--- src/rtl/core/fic_pkg.sv ---
package fic_pkg;

   localparam int unsigned HdrBytes     = 16;
   localparam int unsigned PosWidth     = 17;
   localparam int unsigned DimWidth     = 12;
   localparam int unsigned LenWidth     = 2 * DimWidth + 1;
   localparam int unsigned CsrIdxWidth  = 2;
   localparam int unsigned CsrDataWidth = 32;

   localparam logic [PosWidth-1:0] PosLimit      = '1;
   localparam logic [PosWidth-1:0] MaxFrameBytes = PosWidth'(81920);

   localparam logic [31:0]         MagicReset  = 32'h4652_414D;
   localparam logic [DimWidth-1:0] WidthReset  = DimWidth'(320);
   localparam logic [DimWidth-1:0] HeightReset = DimWidth'(240);
   localparam logic [LenWidth-1:0] FrameLenReset =
      LenWidth'(HdrBytes + 320 * 240);

   // Register indexes of the configuration port
   typedef enum logic [CsrIdxWidth-1:0] {
      CSR_MAGIC  = 2'd0,
      CSR_WIDTH  = 2'd1,
      CSR_HEIGHT = 2'd2
   } csr_index_type;

   // Configured values plus the frame length they imply
   typedef struct packed {
      logic [31:0]         magic;
      logic [DimWidth-1:0] width;
      logic [DimWidth-1:0] height;
      logic [LenWidth-1:0] frame_len;
   } cfg_type;

   // Everything the verdict needs once the last byte is in
   typedef struct packed {
      logic [3:0][31:0]    header;
      logic [PosWidth-1:0] length;
      logic                mismatch;
   } frame_end_type;

endpackage

--- src/rtl/core/fic_channels.sv ---


interface fic_rsp_if;
   logic        valid;
   logic        ready;
   logic        frame_valid;
   logic [31:0] sequence_number;
   logic [31:0] gap_total;
   logic [31:0] good_frames;
   logic [31:0] bad_frames;

   modport source (output valid, frame_valid, sequence_number, gap_total,
                   good_frames, bad_frames, input ready);
   modport sink   (input valid, frame_valid, sequence_number, gap_total,
                   good_frames, bad_frames, output ready);
endinterface

--- src/rtl/core/fic_verdict.sv ---
module fic_verdict
   import fic_pkg::*;
#(
   parameter logic [PosWidth-1:0] MaxFrameLen = MaxFrameBytes
)
(
   input  logic          clock,
   input  logic          reset,
   input  cfg_type       cfg,
   input  logic          end_valid,
   input  frame_end_type end_rec,
   output logic          end_taken,
   fic_rsp_if.source     rsp
);

   logic [31:0] good_ff, good_in;
   logic [31:0] bad_ff, bad_in;
   logic [31:0] gap_ff, gap_in;
   logic [31:0] prev_ff, prev_in;
   logic        rsp_valid_ff;
   logic        frame_valid_ff;
   logic [31:0] seq_ff;
   logic        hdr_ok;
   logic        valid;
   logic [31:0] seq;

   assign end_taken = end_valid && (!rsp_valid_ff || rsp.ready);

   // Judge the frame and work out the counters after it
   always_comb begin
      hdr_ok = end_rec.length >= PosWidth'(HdrBytes);
      seq    = hdr_ok ? end_rec.header[1] : '0;
      valid  = hdr_ok
            && end_rec.header[0] == cfg.magic
            && end_rec.header[2] == 32'(cfg.width)
            && end_rec.header[3] == 32'(cfg.height)
            && end_rec.length <= MaxFrameLen
            && LenWidth'(end_rec.length) == cfg.frame_len
            && !end_rec.mismatch;
      good_in = valid ? good_ff + 32'd1 : good_ff;
      bad_in  = valid ? bad_ff : bad_ff + 32'd1;
      prev_in = valid ? seq : prev_ff;
      gap_in  = (valid && good_ff != '0) ? gap_ff + seq - prev_ff - 32'd1 : gap_ff;
   end

   // Update counters and the output valid on each verdict
   always_ff @(posedge clock) begin
      if (reset) begin
         good_ff      <= '0;
         bad_ff       <= '0;
         gap_ff       <= '0;
         prev_ff      <= '0;
         rsp_valid_ff <= 1'b0;
      end else begin
         if (end_taken) begin
            good_ff      <= good_in;
            bad_ff       <= bad_in;
            gap_ff       <= gap_in;
            prev_ff      <= prev_in;
            rsp_valid_ff <= 1'b1;
         end else if (rsp.ready) begin
            rsp_valid_ff <= 1'b0;
         end
      end
   end

   // Hold the per-frame payload until the next verdict
   always_ff @(posedge clock) begin
      if (end_taken) begin
         frame_valid_ff <= valid;
         seq_ff         <= seq;
      end
   end

   assign rsp.valid           = rsp_valid_ff;
   assign rsp.frame_valid     = frame_valid_ff;
   assign rsp.sequence_number = seq_ff;
   assign rsp.gap_total       = gap_ff;
   assign rsp.good_frames     = good_ff;
   assign rsp.bad_frames      = bad_ff;

endmodule

--- src/flat_wrapper.sv ---
// flat-port wrapper written by rule: the top's interface ports become plain ports
module fic_verdict_flat import fic_pkg::*;
#(
   parameter logic [PosWidth-1:0] MaxFrameLen = MaxFrameBytes
)
  (clock, reset, cfg, end_valid, end_rec, end_taken, rsp_valid, rsp_frame_valid, rsp_sequence_number, rsp_gap_total, rsp_good_frames, rsp_bad_frames, rsp_ready);
  fic_rsp_if rsp_i ();
  input  logic clock;
  input  logic reset;
  input  cfg_type cfg;
  input  logic end_valid;
  input  frame_end_type end_rec;
  output logic end_taken;
  output wire logic [$bits(rsp_i.valid)-1:0] rsp_valid;
  output wire logic [$bits(rsp_i.frame_valid)-1:0] rsp_frame_valid;
  output wire logic [$bits(rsp_i.sequence_number)-1:0] rsp_sequence_number;
  output wire logic [$bits(rsp_i.gap_total)-1:0] rsp_gap_total;
  output wire logic [$bits(rsp_i.good_frames)-1:0] rsp_good_frames;
  output wire logic [$bits(rsp_i.bad_frames)-1:0] rsp_bad_frames;
  input wire logic [$bits(rsp_i.ready)-1:0] rsp_ready;
  assign rsp_valid = rsp_i.valid;
  assign rsp_frame_valid = rsp_i.frame_valid;
  assign rsp_sequence_number = rsp_i.sequence_number;
  assign rsp_gap_total = rsp_i.gap_total;
  assign rsp_good_frames = rsp_i.good_frames;
  assign rsp_bad_frames = rsp_i.bad_frames;
  assign rsp_i.ready = rsp_ready;
  fic_verdict #(.MaxFrameLen(MaxFrameLen)) u_core (.clock(clock), .reset(reset), .cfg(cfg), .end_valid(end_valid), .end_rec(end_rec), .end_taken(end_taken), .rsp(rsp_i));
endmodule
--- config.mk ---
export PLATFORM = sky130hd
export DESIGN_NAME = fic_verdict_flat
export DESIGN_NICKNAME = d
export VERILOG_FILES = /design/src/rtl/core/fic_pkg.sv /design/src/rtl/core/fic_channels.sv /design/src/rtl/core/fic_verdict.sv /design/src/flat_wrapper.sv
export SDC_FILE = /design/constraint.sdc
export NUM_CORES = 1
export LEC_CHECK = 0
export BUFFER_PORTS_ARGS = -buffer_cell sky130_fd_sc_hd__buf_2
export CORE_MARGIN = 4
export CORE_UTILIZATION = 25
export DETAILED_ROUTE_END_ITERATION = 10
export PLACE_DENSITY = 0.49
export SLEW_MARGIN = 20
export SYNTH_ARGS = -nofsm -noshare
export SYNTH_HDL_FRONTEND = slang
export SYNTH_SLANG_ARGS = --single-unit
--- constraint.sdc ---
create_clock -name clock -period 6.7 [get_ports clock]
set_clock_uncertainty 0.1 [all_clocks]
set_input_delay 1.005 -clock clock [delete_from_list [all_inputs] [get_ports clock]]
set_output_delay 1.005 -clock clock [all_outputs]
set_load 0.05 [all_outputs]
==> results.yml <==
clocking:
  clk_pin_slew_ns: 0.07
  cts_buffers: 17
  clkLatencyLatePin_ns: 0.45
  cts_resized: 0
  htreeDepth: 4
  clock_sinks: 162
  cts.path.max_buffers: 2
  post-cts-setup-buffers: 0
  cts_hold_buffers: 0
  cts_tree: "built"
  cts.root.buffer_cell: "clkbuf_16"
detailed_routing:
  routed.top_layer: "met4"
  wl_met3_mm: 1.85
  met1_length_mm: 14.9
  wl_per_cell_um: 17.8
  first_iter_violations: 424
  firstDrtPassIters: 5
  final_antenna_net_count: 0
  via_per_inst: 4.66
  via_count: 9941
  wl_mm: 37.9
  met2_length_mm: 19.5
  drc: 0
flow_run:
  cap_violations: 0
sta:
  worst_pin_slew_ns: 0.920
  hold_viol: 0
  fin_crit_ns: 5.60
  timing.fmax_mhz: 179
  slew_headroom_pct: 38.7
  tns_ns: 0
  finalCritPeriodShare_pct: 83.5
  finalSetupViolations: 0
  grt_setup_unrepaired: "no"
  final_max_slew_viol_count: 0
synthesis:
  synthAdderAreaFrac_pct: 10.3
  avgSynthCellArea_um2: 8.25
  synth_compound_area_share_pct: 12.1
  synthMuxAreaShare_pct: 0.501
  synth-edff-count: 33
  synthFlopType: "dfxtp_1"
  synth_nets: 1539
  synth_top_family_by_area: "simple AND/OR/NAND/NOR gates"
  post_synth_instance_area_mm2: 0.0102
  yosys_register_bits: 162
  ys_seq_area_share_pct: 34.9
  synth_xor_area_share_pct: 10.9
  synth_warnings: 0
  async_flop_share_pct: 0
  synth.distinct_cells: 58
  netlist_instances: 1243
  synth-simple-area-share_pct: 24.1
worst_hold_path:
  hold_path_depth: 2
  hold_class: "reg2reg"
setup_path:
  startpoint_type: "primary input"
  worstPathMaxFanout: 31
  cp-end-kind: "flip-flop"
  critPathRequiredTime_ns: 6.88
  path_class: "in2reg"
  worst_ep_arrival_time_ns: 5.78
  worst-r2r-cell-count: 14
finish:
  nNetsFinal: 1889
  fill_cells: 4353
  drive_gt1_share_pct: 26.1
  mostFrequentLayoutCell: "buf_2"
  stdcell_count: 2133
  syn_to_final_growth_pct: 29.2
  layout_common_cells: "buf_2, nand2_1, inv_1, dfxtp_1, a21oi_1"
global_route:
  overflow: 0
  antenna_found_initial: 6
  grt_max_degree: 78
  grt_pass1_wl_mm: 57.7
  grt_pass1_vias: 10024
  grt.total_usage_pct: 16.7
floorplanning:
  ios: 362
  die-area_mm2: 0.0443
  rows: 73
  core_area_mm2: 0.0401
  die_w_um: 210
  die_h_um: 210
  start_util_pct: 25.6
placed_design:
  port_buffers: 361
  dp.cells: 2099
  gp_congestion: 0.870
  dp_hpwl_mm: 30.6
status:
  outcome: "finished, final reports clean"
power_and_ir_drop:
  powerDensity_mw_per_mm2: 188
  cellLeakagePower_nw: 5.80
  vdd.ir_drop.worst_uv: 99.1
==> cells in the mapped netlist, drive strengths merged, types with 32 or more instances <==
cell type	number	area (um^2)
a21oi	94	470
xnor2	89	780
inv	151	567
edfxtp	33	991
o21ai	34	170
nand2	160	603
nand4	41	272
fa	32	641
xor2	39	342
clkbuf	33	124
nor2	86	323
ha	33	413
dfxtp	129	2580
nor4	41	263
==> power breakdown <==
part / switching, mW / internal [mW] / leakage [nW]
Sequential: 0.00558 / 1.01 / 1.36
Clock: 0.445 / 0.584 / 0.308
Combinational: 0.265 / 0.174 / 4.13
Total: 0.716 / 1.77 / 5.80
==> sequential cells by signal (all words and copies together) (netlist names) <==
signal,count
u_core.rsp.sequence_number,32
u_core.rsp.good_frames,32
u_core.rsp.bad_frames,32
u_core.rsp.frame_valid,1
u_core.prev_ff,32
u_core.rsp.valid,1
u_core.rsp.gap_total,32
==> routing by layer <==
layer / vias to the layer above / global-route usage, %
li1: 4942 / -
met1: 4642 / 19.1
met2: 297 / 30.1
met3: 60 / 2.92
met4: 0 / 8.29
met5: - / 0
==> path summary, 6_finish.rpt <==
kind	from	to	slack, ns
worst max-delay path	end_rec[7]	u_core.rsp.gap_total[29]$_SDFFE_PP0P_	1.10
worst min-delay path	u_core.prev_ff[0]$_SDFFE_PP0P_	u_core.prev_ff[0]$_SDFFE_PP0P_	0.36
worst max register to register	u_core.rsp.gap_total[1]$_SDFFE_PP0P_	u_core.rsp.gap_total[29]$_SDFFE_PP0P_	2.38
worst min register to register	u_core.prev_ff[0]$_SDFFE_PP0P_	u_core.prev_ff[0]$_SDFFE_PP0P_	0.36
==> final cells by class <==
class | instances | area [um^2] | area share [%]
Antenna cell | 2 | 5.00 | 0.0378
Tap cell | 525 | 657 | 4.96
Clock buffer | 20 | 500 | 3.78
Sequential cell | 162 | 3570 | 27.0
Timing Repair Buffer | 370 | 1880 | 14.2
Inverter | 151 | 567 | 4.28
Clock inverter | 12 | 115 | 0.869
Multi-Input combinational cell | 891 | 5950 | 44.9
==> kinds of logic (layout without fill, tap and decap cells) <==
kind of cell / count (synthesis) / in the layout
XOR/XNOR: 128 / 128
multiplexers: 5 / 5
other: 0 / 2
adder cells (fa/ha/maj): 65 / 65
buffers and inverters: 190 / 553
AO/OA/AOI/OAI: 205 / 205
AND/OR/NAND/NOR: 488 / 488
flip-flops: 162 / 162
==> through the flow <==
step / power [mW] / worst slack, ns / utilization (%) / hold WS [ns] / instance area (um^2)
finish: 2.48 / 1.10 / 33.0 / 0.361 / 13200
global placement: 1.48 / 0.749 / 31.5 / 0.340 / 12600
detailed placement: 1.48 / 0.629 / 31.5 / 0.351 / 12600
floorplan: 1.31 / 1.54 / - / 0.332 / 10200
global route: 2.60 / 0.756 / 33.0 / 0.384 / 13200
CTS: 2.52 / 1.10 / 33.0 / 0.360 / 13200
==> critical path, cell delays in order <==
cell and delay [ns]:
buf_2 0.19, nor4_1 0.08, and3_1 0.17, nand2_1 0.18, buf_4 0.42, nand2_1 0.16
fa_1 0.53, inv_1 0.04, ha_1 0.23, fa_1 0.43, a211o_1 0.32, a2111oi_2 0.42
o211ai_1 0.22, a211o_1 0.35, and2_1 0.19, a221o_1 0.34, a31oi_1 0.21, or4_1 0.13
o311ai_0 0.15
(Power assumes the default switching activity.)
